===== config.mk =====
export PLATFORM = sky130hd
export DESIGN_NAME = imu_complementary_attitude_filter_unit
export DESIGN_NICKNAME = d
export VERILOG_FILES = /design/src/icaf_pkg.sv /design/src/icaf_sqrt.sv /design/src/icaf_cordic.sv /design/src/imu_complementary_attitude_filter_unit.sv
export VERILOG_INCLUDE_DIRS = /design/src /design/src/src
export SDC_FILE = /design/constraint.sdc
export NUM_CORES = 2
export LEC_CHECK = 0
export BUFFER_PORTS_ARGS = -buffer_cell sky130_fd_sc_hd__buf_2
export CORE_UTILIZATION = 58
export CTS_CLUSTER_DIAMETER = 80
export DETAILED_ROUTE_END_ITERATION = 8
export MAX_ROUTING_LAYER = met4
export PLACE_DENSITY = 0.75
export SLEW_MARGIN = 20
export SYNTH_ARGS = -nofsm -noshare
export SYNTH_HDL_FRONTEND = slang
export SYNTH_SLANG_ARGS = --single-unit

===== constraint.sdc =====
create_clock -name clk -period 23.2 [get_ports clk]
set_clock_uncertainty 0.1 [all_clocks]
set_input_delay 2.32 -clock clk [delete_from_list [all_inputs] [get_ports clk]]
set_output_delay 2.32 -clock clk [all_outputs]
set_load 0.02 [all_outputs]

===== src/assert_macros.svh =====
// assertion macros shared by the rtl files
`ifndef ASSERT_MACROS_SVH
`define ASSERT_MACROS_SVH

// same-cycle implication
`define ICAF_CHECK_IMPL(name, ck, rst_n, cond, prop) \
	name: assert property (@(posedge ck) disable iff (!rst_n) (cond) |-> (prop)) \
		else $error("icaf check failed");

// next-cycle implication
`define ICAF_CHECK_NEXT(name, ck, rst_n, cond, prop) \
	name: assert property (@(posedge ck) disable iff (!rst_n) (cond) |=> (prop)) \
		else $error("icaf check failed");

`endif


===== src/icaf_pkg.sv =====
// constants, types and functions shared by the attitude filter
`default_nettype none

package icaf_pkg;

	localparam int SAMPLE_W = 16;
	localparam int PRESCALE = 30 - SAMPLE_W;
	localparam int SQ_W = 2 * SAMPLE_W;
	localparam int RAD_W = SQ_W + 2 * PRESCALE;
	localparam int ROOT_W = RAD_W / 2;
	localparam int ROOT_CNT_W = $clog2(ROOT_W);
	localparam int CORDIC_STEPS = 16;
	localparam int STEP_W = $clog2(CORDIC_STEPS);
	localparam int ATAN_IDX_W = 5;
	localparam int VEC_W = 34;
	localparam int ZW = 26;
	localparam int DEG_W = 9;
	localparam int MUL_W = 28;
	localparam int PROD_W = 2 * MUL_W;

	// reciprocals for exact truncating divides
	localparam logic [16:0] RECIP_131 = 17'd128072;
	localparam logic [26:0] RECIP_1000 = 27'd68719477;

	localparam logic signed [ZW-1:0] DEG90 = 26'sd5898240;
	localparam logic signed [ZW-1:0] DEG180 = 26'sd11796480;

	// atan(2^-i) in degrees * 65536
	function automatic logic signed [ZW-1:0] atan_q16(input logic [ATAN_IDX_W-1:0] idx);
		logic signed [ZW-1:0] v;
		unique case (idx)
			5'd0: v = 26'sd2949120;
			5'd1: v = 26'sd1740967;
			5'd2: v = 26'sd919879;
			5'd3: v = 26'sd466945;
			5'd4: v = 26'sd234379;
			5'd5: v = 26'sd117304;
			5'd6: v = 26'sd58666;
			5'd7: v = 26'sd29335;
			5'd8: v = 26'sd14668;
			5'd9: v = 26'sd7334;
			5'd10: v = 26'sd3667;
			5'd11: v = 26'sd1833;
			5'd12: v = 26'sd917;
			5'd13: v = 26'sd458;
			5'd14: v = 26'sd229;
			5'd15: v = 26'sd115;
			5'd16: v = 26'sd57;
			5'd17: v = 26'sd29;
			5'd18: v = 26'sd14;
			5'd19: v = 26'sd7;
			5'd20: v = 26'sd4;
			5'd21: v = 26'sd2;
			5'd22: v = 26'sd1;
			default: v = 26'sd0;
		endcase
		return v;
	endfunction

	function automatic logic signed [15:0] sat16(input logic signed [17:0] v);
		logic signed [15:0] r;
		if (v > 18'sd32767) begin
			r = 16'sd32767;
		end else if (v < -18'sd32768) begin
			r = -16'sd32768;
		end else begin
			r = v[15:0];
		end
		return r;
	endfunction

endpackage

`default_nettype wire


===== src/icaf_sqrt.sv =====
// digit-by-digit floor square root of the prescaled sum of squares
`default_nettype none

module icaf_sqrt import icaf_pkg::*; (
	input  wire logic              clk,
	input  wire logic              arst_n,
	input  wire logic              start,
	input  wire logic [SQ_W-1:0]   sum_sq,
	output logic                   done,
	output logic [ROOT_W-1:0]      root
);

	logic                  run_q;
	logic                  done_q;
	logic [ROOT_CNT_W-1:0] cnt_q;
	logic [RAD_W-1:0]      rad_q;
	logic [32:0]           rem_q;
	logic [ROOT_W-1:0]     root_q;
	logic [32:0]           rem_sh;
	logic [32:0]           trial;
	logic                  take;

	always_comb begin
		rem_sh = {rem_q[30:0], rad_q[RAD_W-1 -: 2]};
		trial = {1'b0, root_q, 2'b01};
		take = rem_sh >= trial;
	end

	always_ff @(posedge clk or negedge arst_n) begin
		if (!arst_n) begin
			run_q <= 1'b0;
			done_q <= 1'b0;
			cnt_q <= '0;
		end else begin
			done_q <= 1'b0;
			if (start) begin
				run_q <= 1'b1;
				cnt_q <= '0;
			end else if (run_q) begin
				cnt_q <= cnt_q + 1'b1;
				if (cnt_q == ROOT_CNT_W'(ROOT_W - 1)) begin
					run_q <= 1'b0;
					done_q <= 1'b1;
				end
			end
		end
	end

	always_ff @(posedge clk) begin
		if (start) begin
			rad_q <= {sum_sq, {(2 * PRESCALE){1'b0}}};
			rem_q <= '0;
			root_q <= '0;
		end else if (run_q) begin
			rad_q <= {rad_q[RAD_W-3:0], 2'b00};
			rem_q <= take ? rem_sh - trial : rem_sh;
			root_q <= {root_q[ROOT_W-2:0], take};
		end
	end

	assign done = done_q;
	assign root = root_q;

endmodule

`default_nettype wire


===== src/icaf_cordic.sv =====
// vectoring cordic giving atan2 in whole degrees, one rotation per cycle
`default_nettype none

module icaf_cordic import icaf_pkg::*; (
	input  wire logic                    clk,
	input  wire logic                    arst_n,
	input  wire logic                    start,
	input  wire logic signed [VEC_W-1:0] y_in,
	input  wire logic signed [VEC_W-1:0] x_in,
	output logic                         done,
	output logic signed [DEG_W-1:0]      deg
);

	logic                    run_q;
	logic                    fin_q;
	logic                    done_q;
	logic [STEP_W-1:0]       i_q;
	logic signed [VEC_W-1:0] y_q;
	logic signed [VEC_W-1:0] x_q;
	logic signed [ZW-1:0]    z_q;
	logic                    ypos_q;
	logic                    yzero_q;
	logic                    xneg_q;
	logic                    xzero_q;
	logic signed [DEG_W-1:0] deg_q;

	logic signed [VEC_W-1:0] ys;
	logic signed [VEC_W-1:0] xs;
	logic signed [ZW-1:0]    ang;
	logic signed [ZW-1:0]    zz;
	logic signed [ZW-1:0]    zt;
	logic signed [DEG_W-1:0] deg_c;
	logic                    xpos;

	always_comb begin
		ys = y_q >>> i_q;
		xs = x_q >>> i_q;
		ang = atan_q16(ATAN_IDX_W'(i_q));
	end

	// quadrant fold, clamp and truncate toward zero, with exact results on the axes
	always_comb begin
		xpos = !xneg_q && !xzero_q;
		zz = z_q;
		if (xneg_q) begin
			zz = ypos_q ? DEG180 - z_q : -DEG180 - z_q;
		end
		if (ypos_q) begin
			if (zz < 0) zz = '0;
			if (zz > DEG180) zz = DEG180;
			if (xpos && zz > DEG90) zz = DEG90;
			if (xneg_q && zz < DEG90) zz = DEG90;
		end else begin
			if (zz > 0) zz = '0;
			if (zz < -DEG180) zz = -DEG180;
			if (xpos && zz < -DEG90) zz = -DEG90;
			if (xneg_q && zz > -DEG90) zz = -DEG90;
		end
		zt = zz[ZW-1] ? (zz + 26'sd65535) >>> 16 : zz >>> 16;
		deg_c = zt[DEG_W-1:0];
		if (yzero_q) begin
			deg_c = xneg_q ? 9'sd180 : 9'sd0;
		end else if (xzero_q) begin
			deg_c = ypos_q ? 9'sd90 : -9'sd90;
		end
	end

	always_ff @(posedge clk or negedge arst_n) begin
		if (!arst_n) begin
			run_q <= 1'b0;
			fin_q <= 1'b0;
			done_q <= 1'b0;
			i_q <= '0;
		end else begin
			done_q <= fin_q;
			fin_q <= 1'b0;
			if (start) begin
				run_q <= 1'b1;
				i_q <= '0;
			end else if (run_q) begin
				i_q <= i_q + 1'b1;
				if (i_q == STEP_W'(CORDIC_STEPS - 1)) begin
					run_q <= 1'b0;
					fin_q <= 1'b1;
				end
			end
		end
	end

	always_ff @(posedge clk) begin
		if (start) begin
			y_q <= y_in;
			x_q <= x_in[VEC_W-1] ? -x_in : x_in;
			z_q <= '0;
			ypos_q <= y_in > 0;
			yzero_q <= y_in == 0;
			xneg_q <= x_in[VEC_W-1];
			xzero_q <= x_in == 0;
		end else if (run_q) begin
			if (y_q > 0) begin
				x_q <= x_q + ys;
				y_q <= y_q - xs;
				z_q <= z_q + ang;
			end else begin
				x_q <= x_q - ys;
				y_q <= y_q + xs;
				z_q <= z_q - ang;
			end
		end
		if (fin_q) begin
			deg_q <= deg_c;
		end
	end

	assign done = done_q;
	assign deg = deg_q;

endmodule

`default_nettype wire


===== src/imu_complementary_attitude_filter_unit.sv =====
// Complementary attitude filter, one IMU sample in, one attitude result out.
// Input channel (in_valid/in_ready) carries accel, gyro, magnetometer xy and the
// elapsed milliseconds; output channel (out_valid/out_ready) carries roll, pitch,
// blended yaw, gyro yaw and magnetometer heading in whole degrees.
// Configuration channel (cfg_valid/cfg_ready, always ready) writes gyro biases and
// the alpha and beta gyro weights by register index; other indexes are ignored.
// Steps of a sample: the gyro path for each of the three axes, then for each tilt
// angle the squares, a 30-step square root and a 16-step cordic, then the heading
// cordic, the three blends and the load of the output register. One shared 28x28
// multiplier serves the gyro divides and integration, the squares and the blends.
// One sample is processed at a time; in_ready is high only when the sequencer is
// idle, which it is again as soon as the result sits in the output register, so a
// new sample is accepted only once the previous one is through.
// If the receiver stalls, the result holds and a following sample is worked on,
// then waits until the output register is free.
// Reset clears the kept angles to zero, biases to zero, weights to 62915.
`default_nettype none
`include "assert_macros.svh"

module imu_complementary_attitude_filter_unit import icaf_pkg::*; (
	input  wire logic               clk,
	input  wire logic               arst_n,
	input  wire logic               cfg_valid,
	output logic                    cfg_ready,
	input  wire logic [2:0]         cfg_index,
	input  wire logic [15:0]        cfg_data,
	input  wire logic               in_valid,
	output logic                    in_ready,
	input  wire logic signed [15:0] accel_x,
	input  wire logic signed [15:0] accel_y,
	input  wire logic signed [15:0] accel_z,
	input  wire logic signed [15:0] rate_x,
	input  wire logic signed [15:0] rate_y,
	input  wire logic signed [15:0] rate_z,
	input  wire logic signed [15:0] field_x,
	input  wire logic signed [15:0] field_y,
	input  wire logic [15:0]        elapsed_ms,
	output logic                    out_valid,
	input  wire logic               out_ready,
	output logic signed [15:0]      roll_deg,
	output logic signed [15:0]      pitch_deg,
	output logic signed [15:0]      yaw_deg,
	output logic signed [15:0]      yaw_gyro_deg,
	output logic signed [8:0]       yaw_mag_deg
);

	typedef enum logic [7:0] {
		ST_IDLE  = 8'b0000_0001,
		ST_GYRO  = 8'b0000_0010,
		ST_SQ    = 8'b0000_0100,
		ST_ROOT  = 8'b0000_1000,
		ST_ANGLE = 8'b0001_0000,
		ST_MAG   = 8'b0010_0000,
		ST_BLEND = 8'b0100_0000,
		ST_DONE  = 8'b1000_0000
	} state_t;

	typedef enum logic [2:0] {
		REG_BIAS_X = 3'd0,
		REG_BIAS_Y = 3'd1,
		REG_BIAS_Z = 3'd2,
		REG_ALPHA  = 3'd3,
		REG_BETA   = 3'd4
	} cfg_reg_t;

	localparam logic [1:0] JOB_ROLL = 2'd0;
	localparam logic [1:0] JOB_PITCH = 2'd1;
	localparam logic [1:0] JOB_MAG = 2'd2;

	state_t state_q;
	logic [1:0] ax_q;
	logic [2:0] ph_q;
	logic [1:0] job_q;

	logic signed [15:0] bias_q [3];
	logic [15:0]        alpha_q;
	logic [15:0]        beta_q;
	logic signed [15:0] kept_q [3];

	logic signed [15:0] accel_q [3];
	logic signed [15:0] rate_q [3];
	logic signed [15:0] fx_q;
	logic signed [15:0] fy_q;
	logic [15:0]        ms_q;

	logic signed [MUL_W-1:0]  mul_a_q;
	logic signed [MUL_W-1:0]  mul_b_q;
	logic signed [MUL_W-1:0]  mul_a_d;
	logic signed [MUL_W-1:0]  mul_b_d;
	logic signed [PROD_W-1:0] prod_q;
	logic signed [33:0]       acc_q;
	logic                     dneg_q;
	logic                     nneg_q;
	logic signed [15:0]       gint_q [3];
	logic signed [DEG_W-1:0]  ang_q [3];

	logic                     out_valid_q;
	logic signed [15:0]       roll_q;
	logic signed [15:0]       pitch_q;
	logic signed [15:0]       yaw_q;
	logic signed [15:0]       yawg_q;
	logic signed [DEG_W-1:0]  yawm_q;

	logic in_fire;
	logic out_free;

	logic signed [16:0] gd;
	logic [16:0]        gad;
	logic signed [9:0]  gq;
	logic signed [26:0] kx;
	logic signed [26:0] k1000;
	logic signed [26:0] nsum;
	logic signed [26:0] nabs;
	logic [16:0]        q1000;
	logic signed [17:0] gsv;
	logic signed [15:0] gint_c;
	logic signed [33:0] vsum;
	logic signed [33:0] vsh;
	logic signed [15:0] blend_c;
	logic [SQ_W-1:0]    sq_sum;
	logic signed [15:0] sq_a;
	logic signed [16:0] tilt_num;
	logic [15:0]        bw;

	logic                    sq_done;
	logic [ROOT_W-1:0]       sq_root;
	logic                    co_start;
	logic                    co_done;
	logic signed [DEG_W-1:0] co_deg;
	logic signed [VEC_W-1:0] co_y;
	logic signed [VEC_W-1:0] co_x;

	assign cfg_ready = 1'b1;
	assign in_ready = state_q == ST_IDLE;
	assign in_fire = in_valid && in_ready;
	assign out_free = !out_valid_q || out_ready;

	// gyro path: bias, divide by 131, integrate, divide by 1000
	always_comb begin
		gd = {rate_q[ax_q][15], rate_q[ax_q]} - {bias_q[ax_q][15], bias_q[ax_q]};
		gad = gd[16] ? 17'(-gd) : 17'(gd);
		gq = dneg_q ? -$signed(prod_q[33:24]) : $signed(prod_q[33:24]);
		kx = 27'(kept_q[ax_q]);
		k1000 = (kx <<< 10) - (kx <<< 4) - (kx <<< 3);
		nsum = $signed(prod_q[26:0]) + k1000;
		nabs = nsum[26] ? -nsum : nsum;
		q1000 = prod_q[52:36];
		gsv = nneg_q ? -$signed({1'b0, q1000}) : $signed({1'b0, q1000});
		gint_c = sat16(gsv);
	end

	// blend and tilt operands
	always_comb begin
		vsum = acc_q + $signed(prod_q[33:0]);
		vsh = vsum[33] ? (vsum + 34'sd65535) >>> 16 : vsum >>> 16;
		blend_c = sat16(vsh[17:0]);
		sq_sum = acc_q[SQ_W-1:0] + prod_q[SQ_W-1:0];
		sq_a = (job_q == JOB_ROLL) ? accel_q[0] : accel_q[1];
		tilt_num = (job_q == JOB_ROLL) ? -17'(accel_q[1]) : 17'(accel_q[0]);
		bw = (ax_q == 2'd2) ? beta_q : alpha_q;
	end

	always_comb begin
		if (state_q == ST_MAG) begin
			co_y = VEC_W'(fx_q) <<< PRESCALE;
			co_x = VEC_W'(fy_q) <<< PRESCALE;
		end else begin
			co_y = VEC_W'(tilt_num) <<< PRESCALE;
			co_x = VEC_W'(sq_root);
		end
		co_start = (state_q == ST_MAG) || (state_q == ST_ROOT && sq_done);
	end

	// operands of the shared multiplier
	always_comb begin
		mul_a_d = mul_a_q;
		mul_b_d = mul_b_q;
		unique case (state_q)
			ST_GYRO: begin
				unique case (ph_q)
					3'd0: begin
						mul_a_d = MUL_W'(gad);
						mul_b_d = MUL_W'(RECIP_131);
					end
					3'd2: begin
						mul_a_d = MUL_W'(gq);
						mul_b_d = MUL_W'(ms_q);
					end
					3'd4: begin
						mul_a_d = MUL_W'(nabs);
						mul_b_d = MUL_W'(RECIP_1000);
					end
					default: begin
					end
				endcase
			end
			ST_SQ: begin
				unique case (ph_q)
					3'd0: begin
						mul_a_d = MUL_W'(sq_a);
						mul_b_d = MUL_W'(sq_a);
					end
					3'd2: begin
						mul_a_d = MUL_W'(accel_q[2]);
						mul_b_d = MUL_W'(accel_q[2]);
					end
					default: begin
					end
				endcase
			end
			ST_BLEND: begin
				unique case (ph_q)
					3'd0: begin
						mul_a_d = MUL_W'(bw);
						mul_b_d = MUL_W'(gint_q[ax_q]);
					end
					3'd2: begin
						mul_a_d = MUL_W'(17'd65536 - {1'b0, bw});
						mul_b_d = MUL_W'(ang_q[ax_q]);
					end
					default: begin
					end
				endcase
			end
			default: begin
			end
		endcase
	end

	icaf_sqrt u_sqrt (
		.clk    (clk),
		.arst_n (arst_n),
		.start  (state_q == ST_SQ && ph_q == 3'd4),
		.sum_sq (sq_sum),
		.done   (sq_done),
		.root   (sq_root)
	);

	icaf_cordic u_cordic (
		.clk    (clk),
		.arst_n (arst_n),
		.start  (co_start),
		.y_in   (co_y),
		.x_in   (co_x),
		.done   (co_done),
		.deg    (co_deg)
	);

	// sequencer, configuration and kept angles
	always_ff @(posedge clk or negedge arst_n) begin
		if (!arst_n) begin
			state_q <= ST_IDLE;
			ax_q <= '0;
			ph_q <= '0;
			job_q <= JOB_ROLL;
			alpha_q <= 16'd62915;
			beta_q <= 16'd62915;
			out_valid_q <= 1'b0;
			for (int i = 0; i < 3; i++) begin
				bias_q[i] <= '0;
				kept_q[i] <= '0;
			end
		end else begin
			if (cfg_valid) begin
				unique case (cfg_index)
					REG_BIAS_X: bias_q[0] <= cfg_data;
					REG_BIAS_Y: bias_q[1] <= cfg_data;
					REG_BIAS_Z: bias_q[2] <= cfg_data;
					REG_ALPHA: alpha_q <= cfg_data;
					REG_BETA: beta_q <= cfg_data;
					default: begin
					end
				endcase
			end
			if (state_q == ST_DONE && out_free) begin
				out_valid_q <= 1'b1;
			end else if (out_ready) begin
				out_valid_q <= 1'b0;
			end
			unique case (state_q)
				ST_IDLE: begin
					if (in_fire) begin
						state_q <= ST_GYRO;
						ax_q <= '0;
						ph_q <= '0;
					end
				end
				ST_GYRO: begin
					if (ph_q == 3'd6) begin
						ph_q <= '0;
						if (ax_q == 2'd2) begin
							ax_q <= '0;
							job_q <= JOB_ROLL;
							state_q <= ST_SQ;
						end else begin
							ax_q <= ax_q + 1'b1;
						end
					end else begin
						ph_q <= ph_q + 1'b1;
					end
				end
				ST_SQ: begin
					if (ph_q == 3'd4) begin
						ph_q <= '0;
						state_q <= ST_ROOT;
					end else begin
						ph_q <= ph_q + 1'b1;
					end
				end
				ST_ROOT: begin
					if (sq_done) begin
						state_q <= ST_ANGLE;
					end
				end
				ST_ANGLE: begin
					if (co_done) begin
						if (job_q == JOB_MAG) begin
							ax_q <= '0;
							ph_q <= '0;
							state_q <= ST_BLEND;
						end else if (job_q == JOB_PITCH) begin
							job_q <= JOB_MAG;
							state_q <= ST_MAG;
						end else begin
							job_q <= JOB_PITCH;
							state_q <= ST_SQ;
						end
					end
				end
				ST_MAG: begin
					state_q <= ST_ANGLE;
				end
				ST_BLEND: begin
					if (ph_q == 3'd4) begin
						ph_q <= '0;
						kept_q[ax_q] <= blend_c;
						if (ax_q == 2'd2) begin
							state_q <= ST_DONE;
						end else begin
							ax_q <= ax_q + 1'b1;
						end
					end else begin
						ph_q <= ph_q + 1'b1;
					end
				end
				ST_DONE: begin
					if (out_free) begin
						state_q <= ST_IDLE;
					end
				end
				default: begin
					state_q <= ST_IDLE;
				end
			endcase
		end
	end

	// datapath registers
	always_ff @(posedge clk) begin
		if (in_fire) begin
			accel_q[0] <= accel_x;
			accel_q[1] <= accel_y;
			accel_q[2] <= accel_z;
			rate_q[0] <= rate_x;
			rate_q[1] <= rate_y;
			rate_q[2] <= rate_z;
			fx_q <= field_x;
			fy_q <= field_y;
			ms_q <= elapsed_ms;
		end
		mul_a_q <= mul_a_d;
		mul_b_q <= mul_b_d;
		prod_q <= mul_a_q * mul_b_q;
		if (state_q == ST_GYRO && ph_q == 3'd0) begin
			dneg_q <= gd[16];
		end
		if (state_q == ST_GYRO && ph_q == 3'd4) begin
			nneg_q <= nsum[26];
		end
		if (state_q == ST_GYRO && ph_q == 3'd6) begin
			gint_q[ax_q] <= gint_c;
		end
		if (state_q == ST_SQ && ph_q == 3'd2) begin
			acc_q <= {2'b00, prod_q[31:0]};
		end
		if (state_q == ST_BLEND && ph_q == 3'd2) begin
			acc_q <= $signed(prod_q[33:0]);
		end
		if (state_q == ST_ANGLE && co_done) begin
			ang_q[job_q] <= (job_q == JOB_MAG) ? -co_deg : co_deg;
		end
		if (state_q == ST_DONE && out_free) begin
			roll_q <= kept_q[0];
			pitch_q <= kept_q[1];
			yaw_q <= kept_q[2];
			yawg_q <= gint_q[2];
			yawm_q <= ang_q[2];
		end
	end

	assign out_valid = out_valid_q;
	assign roll_deg = roll_q;
	assign pitch_deg = pitch_q;
	assign yaw_deg = yaw_q;
	assign yaw_gyro_deg = yawg_q;
	assign yaw_mag_deg = yawm_q;

	`ICAF_CHECK_NEXT(a_busy_after_accept, clk, arst_n, in_valid && in_ready, !in_ready)
	`ICAF_CHECK_IMPL(a_root_in_wait, clk, arst_n, sq_done, state_q == ST_ROOT)
	`ICAF_CHECK_IMPL(a_angle_in_wait, clk, arst_n, co_done, state_q == ST_ANGLE)
	`ICAF_CHECK_IMPL(a_heading_range, clk, arst_n, out_valid, yaw_mag_deg >= -9'sd180 && yaw_mag_deg <= 9'sd180)

endmodule

`default_nettype wire

==> metrics <==
GR met1 Demand/Resource=42.54%; Final #Nets=just over 9000; Die H=361.6 um; FILL cells=10270; cts repair resizes=0; Tmin final=between 9 and 10 ns; Netlist cell types=around 100; Hold EP=yaw_gyro_deg[9]$_DFFE_PP_; wire per inst=approximately 22 um; synthesis-stage register bit count=between 700 and 800; Critical R2R Capture=prod_q[48]$_DFF_P_; final wirelength=roughly 210000 um; clock-pin slew on the worst setup and hold paths=0.06 ns; hold_buf cts=0; EDFF count, synth=487; Routed Antenna Nets=0; Worst Tran Pin Value=about 1.2 ns; Hold Violations, Final=0; Layout area overhead=7.690%; Post-Syn Area=around 75000 sq um; Max stage delay on crit path=~0.95 ns; hold_sp=gint_q[2][9]$_DFFE_PP_; sequential fraction of the synthesis area=28.49%; leakage=between 30 and 40 nW; first-pass iteration count of the detailed router=6; Critical Path Fanout Max=20; die span in x=about 360 um; Min-Delay Path Class=flip-flop to flip-flop; number of port buffers=242; RSZ-0062 raised after global routing=no; Max stage delay cell, worst path=edfxtp_1; Synth Net Count=~9000; global-route wire length before repair=around 320000 um; Worst setup SP type=flip-flop; CTS tree=done; clk buf depth=3; clock latency on the worst-skew pair=about 0.76 ns; Reg2Reg Depth=29; total track usage=32.90%; vias per cell=6.058; Via Count=57060; WP buf/inv=5; CP Data Required Time=approximately 24 ns; DRC violations left=0; antenna violations before repair=14; H-tree depth=3; flop2flop setup slack=around 13 ns; Final setup viols=0; mean post-synth cell area=between 9 and 10 sq um; Clock Sinks=783; total gr overflow=0; Max Fclk=roughly 100 MHz; total core area=approximately 130000 sq um; GR Util met2=between 50% and 60%; GRT busiest layer=met2; vias in the first global route=about 57000; Worst setup EP type=flip-flop; ys flop type=edfxtp_1; GPL Wtd Cong=between 0.9 and 1; RR Startpoint=mul_a_q[5]$_DFFE_PP_; Final Slew Violations=0; status=completed; GR Layer Usage met3=under 10%; Max-slew headroom=16.60%; std cell rows=about 130; Final period util=a little over two fifths; drt initial violations=5101; most frequent CP cell=fa_1; pwr/cell area=roughly 38 nW/um^2; Starting Density=approximately three fifths; Peak supply drop=0.05648 mV; die area=130700 sq um; Crit path arrival time=10.46 ns; final setup TNS=0 ns; synth warn=0; Setup Crit Path Kind=flip-flop to flip-flop; CTS root buf=clkbuf_16; Cells after DPL=roughly 9200; largest net degree at the start of global routing=between 100 and 150; layout cell share with drive strength beyond 1=about a tenth; Num CTS Buffers=88; Hold Path Stages=0; number of max-cap violations=0; fraction of registers with async set/reset=between 20 and 25%; hpwl dp=between 150000 and 200000 um; Syn Inst Count=~7600; Crit path max-delay family=adder cells; final std cells w/o fill=approximately 9400; I/O Pins=244; # Post-CTS Setup Buffers=0
==> per-stage QoR <==
step	hold slack, ns	util, %	power, mW	setup slack (ns)	instance area (sq um)
after floorplan	0.3262	-	1.592	15.28	74990
after global placement	0.3347	60.78	1.628	13.50	77700
after detailed placement	0.3378	60.79	1.634	13.38	77720
after CTS	0.3430	63.14	3.057	13.27	80720
after global routing	0.3550	63.17	3.121	12.84	80760
final	0.3415	63.17	3.043	13.28	80760
==> worst max path at each step <==
stage                                    startpoint                  to  slack [ns]  cells past startpoint
after CTS                      mul_a_q[6]$_DFFE_PP_  prod_q[48]$_DFF_P_       13.27                     29
after global placement         mul_a_q[6]$_DFFE_PP_  prod_q[48]$_DFF_P_       13.50                     29
final                          mul_a_q[5]$_DFFE_PP_  prod_q[48]$_DFF_P_       13.28                     29
after detailed placement       mul_a_q[6]$_DFFE_PP_  prod_q[48]$_DFF_P_       13.38                     29
after floorplan           mul_b_q[25]$_SDFFCE_PP0P_  prod_q[48]$_DFF_P_       15.28                     31
after global routing           mul_a_q[5]$_DFFE_PP_  prod_q[48]$_DFF_P_       12.84                     29
==> final cells by class <==
class	instances	area (sq um)	share of cell area, %
multi-input cells	5515	48840	60.48
flip-flops and latches	783	21390	26.48
inverters	966	3626	4.490
clock buffers	105	2326	2.880
well taps	1662	2079	2.575
repair buffers	318	1792	2.219
clock inverters	59	670.6	0.8305
diodes	12	30.03	0.03718
==> synth_stat cells, types with 43 or more instances <==
cell      number  share of area (%)
dfxtp_1      138                3.7
o21ai_0      383                2.6
mux2i_1      193                2.6
xor2_1       180                2.1
ha_1         421                7.0
inv_1        962                4.8
a21o_1        87               0.87
and2_1       166                1.4
o21a_1        46               0.46
nor2_1       460                2.3
mux2_2       102                1.5
edfxtp_1     487                 20
and3_1        51               0.43
nor4_1        43               0.36
nand2b_1      75               0.63
fa_1         806                 22
nor3_1       121               0.81
clkbuf_1     293                1.5
xnor2_1      258                3.0
nand3_1       99               0.66
dfrtp_1      137                4.6
mux4_2        84                2.5
nand2_1      860                4.3
a21oi_1      369                2.5
nor2b_1       53               0.44
a211oi_1      59               0.59
or3_1         64               0.53
==> state kept, by name, indices dropped and copies added (netlist names), 19 cells and up <==
name          count
u_sqrt.root      30
prod_q           51
u_cordic.y_q     34
u_cordic.z_q     26
rate_q           48
bias_q           48
accel_q          48
gint_q           48
ang_q            27
u_sqrt.rad_q     32
kept_q           48
mul_b_q          19
acc_q            34
u_sqrt.rem_q     31
mul_a_q          27
u_cordic.x_q     34
==> placed cells by master, fill, tap and decap left out, types with 138 or more instances in the layout <==
cell type | synthesis | layout
nor2_1 | 460 | 455
dfxtp_1 | 138 | 138
edfxtp_1 | 487 | 487
a21oi_1 | 369 | 367
xnor2_1 | 258 | 258
mux2i_1 | 193 | 193
buf_2 | 5 | 241
fa_1 | 806 | 805
inv_1 | 962 | 959
nand2_1 | 860 | 858
ha_1 | 421 | 420
and2_1 | 166 | 165
o21ai_0 | 383 | 381
xor2_1 | 180 | 180
==> worst reg2reg max path: cells and delay by family (launching register included) <==
| family | cells | cell delay (ns) |
|---|---|---|
| adder cells (fa/ha/maj) | 9 | 4.14 |
| AO/OA/AOI/OAI | 12 | 3.26 |
| flip-flops | 1 | 0.95 |
| AND/OR/NAND/NOR | 2 | 0.70 |
| buffers and inverters | 5 | 0.55 |
| XOR/XNOR | 1 | 0.14 |
==> report_power, final <==
| part | switching, mW | total, mW | internal [mW] |
|---|---|---|---|
| registers | 0.0172 | 1.52 | 1.51 |
| clock network | 0.627 | 1.44 | 0.808 |
| logic | 0.0404 | 0.0836 | 0.0432 |
==> per-layer routing <==
layer	vias up	routed length [um]	share of wire, %
met5	-	0	0
met4	0	8121	3.9
met3	468	16720	8.1
met2	2342	98210	48
met1	28390	83150	40
li1	25860	-	-
==> kinds of logic after synthesis <==
kind of cell,share of synthesized area [%]
mux,6.631
xor+xnor,5.116
compound gates,11.08
simple gates,13.52
flops,28.49
buf+inv,6.606
fa+ha+maj,28.54
other cells,0.005001
Note: power is estimated with default switching activity, not from simulation.
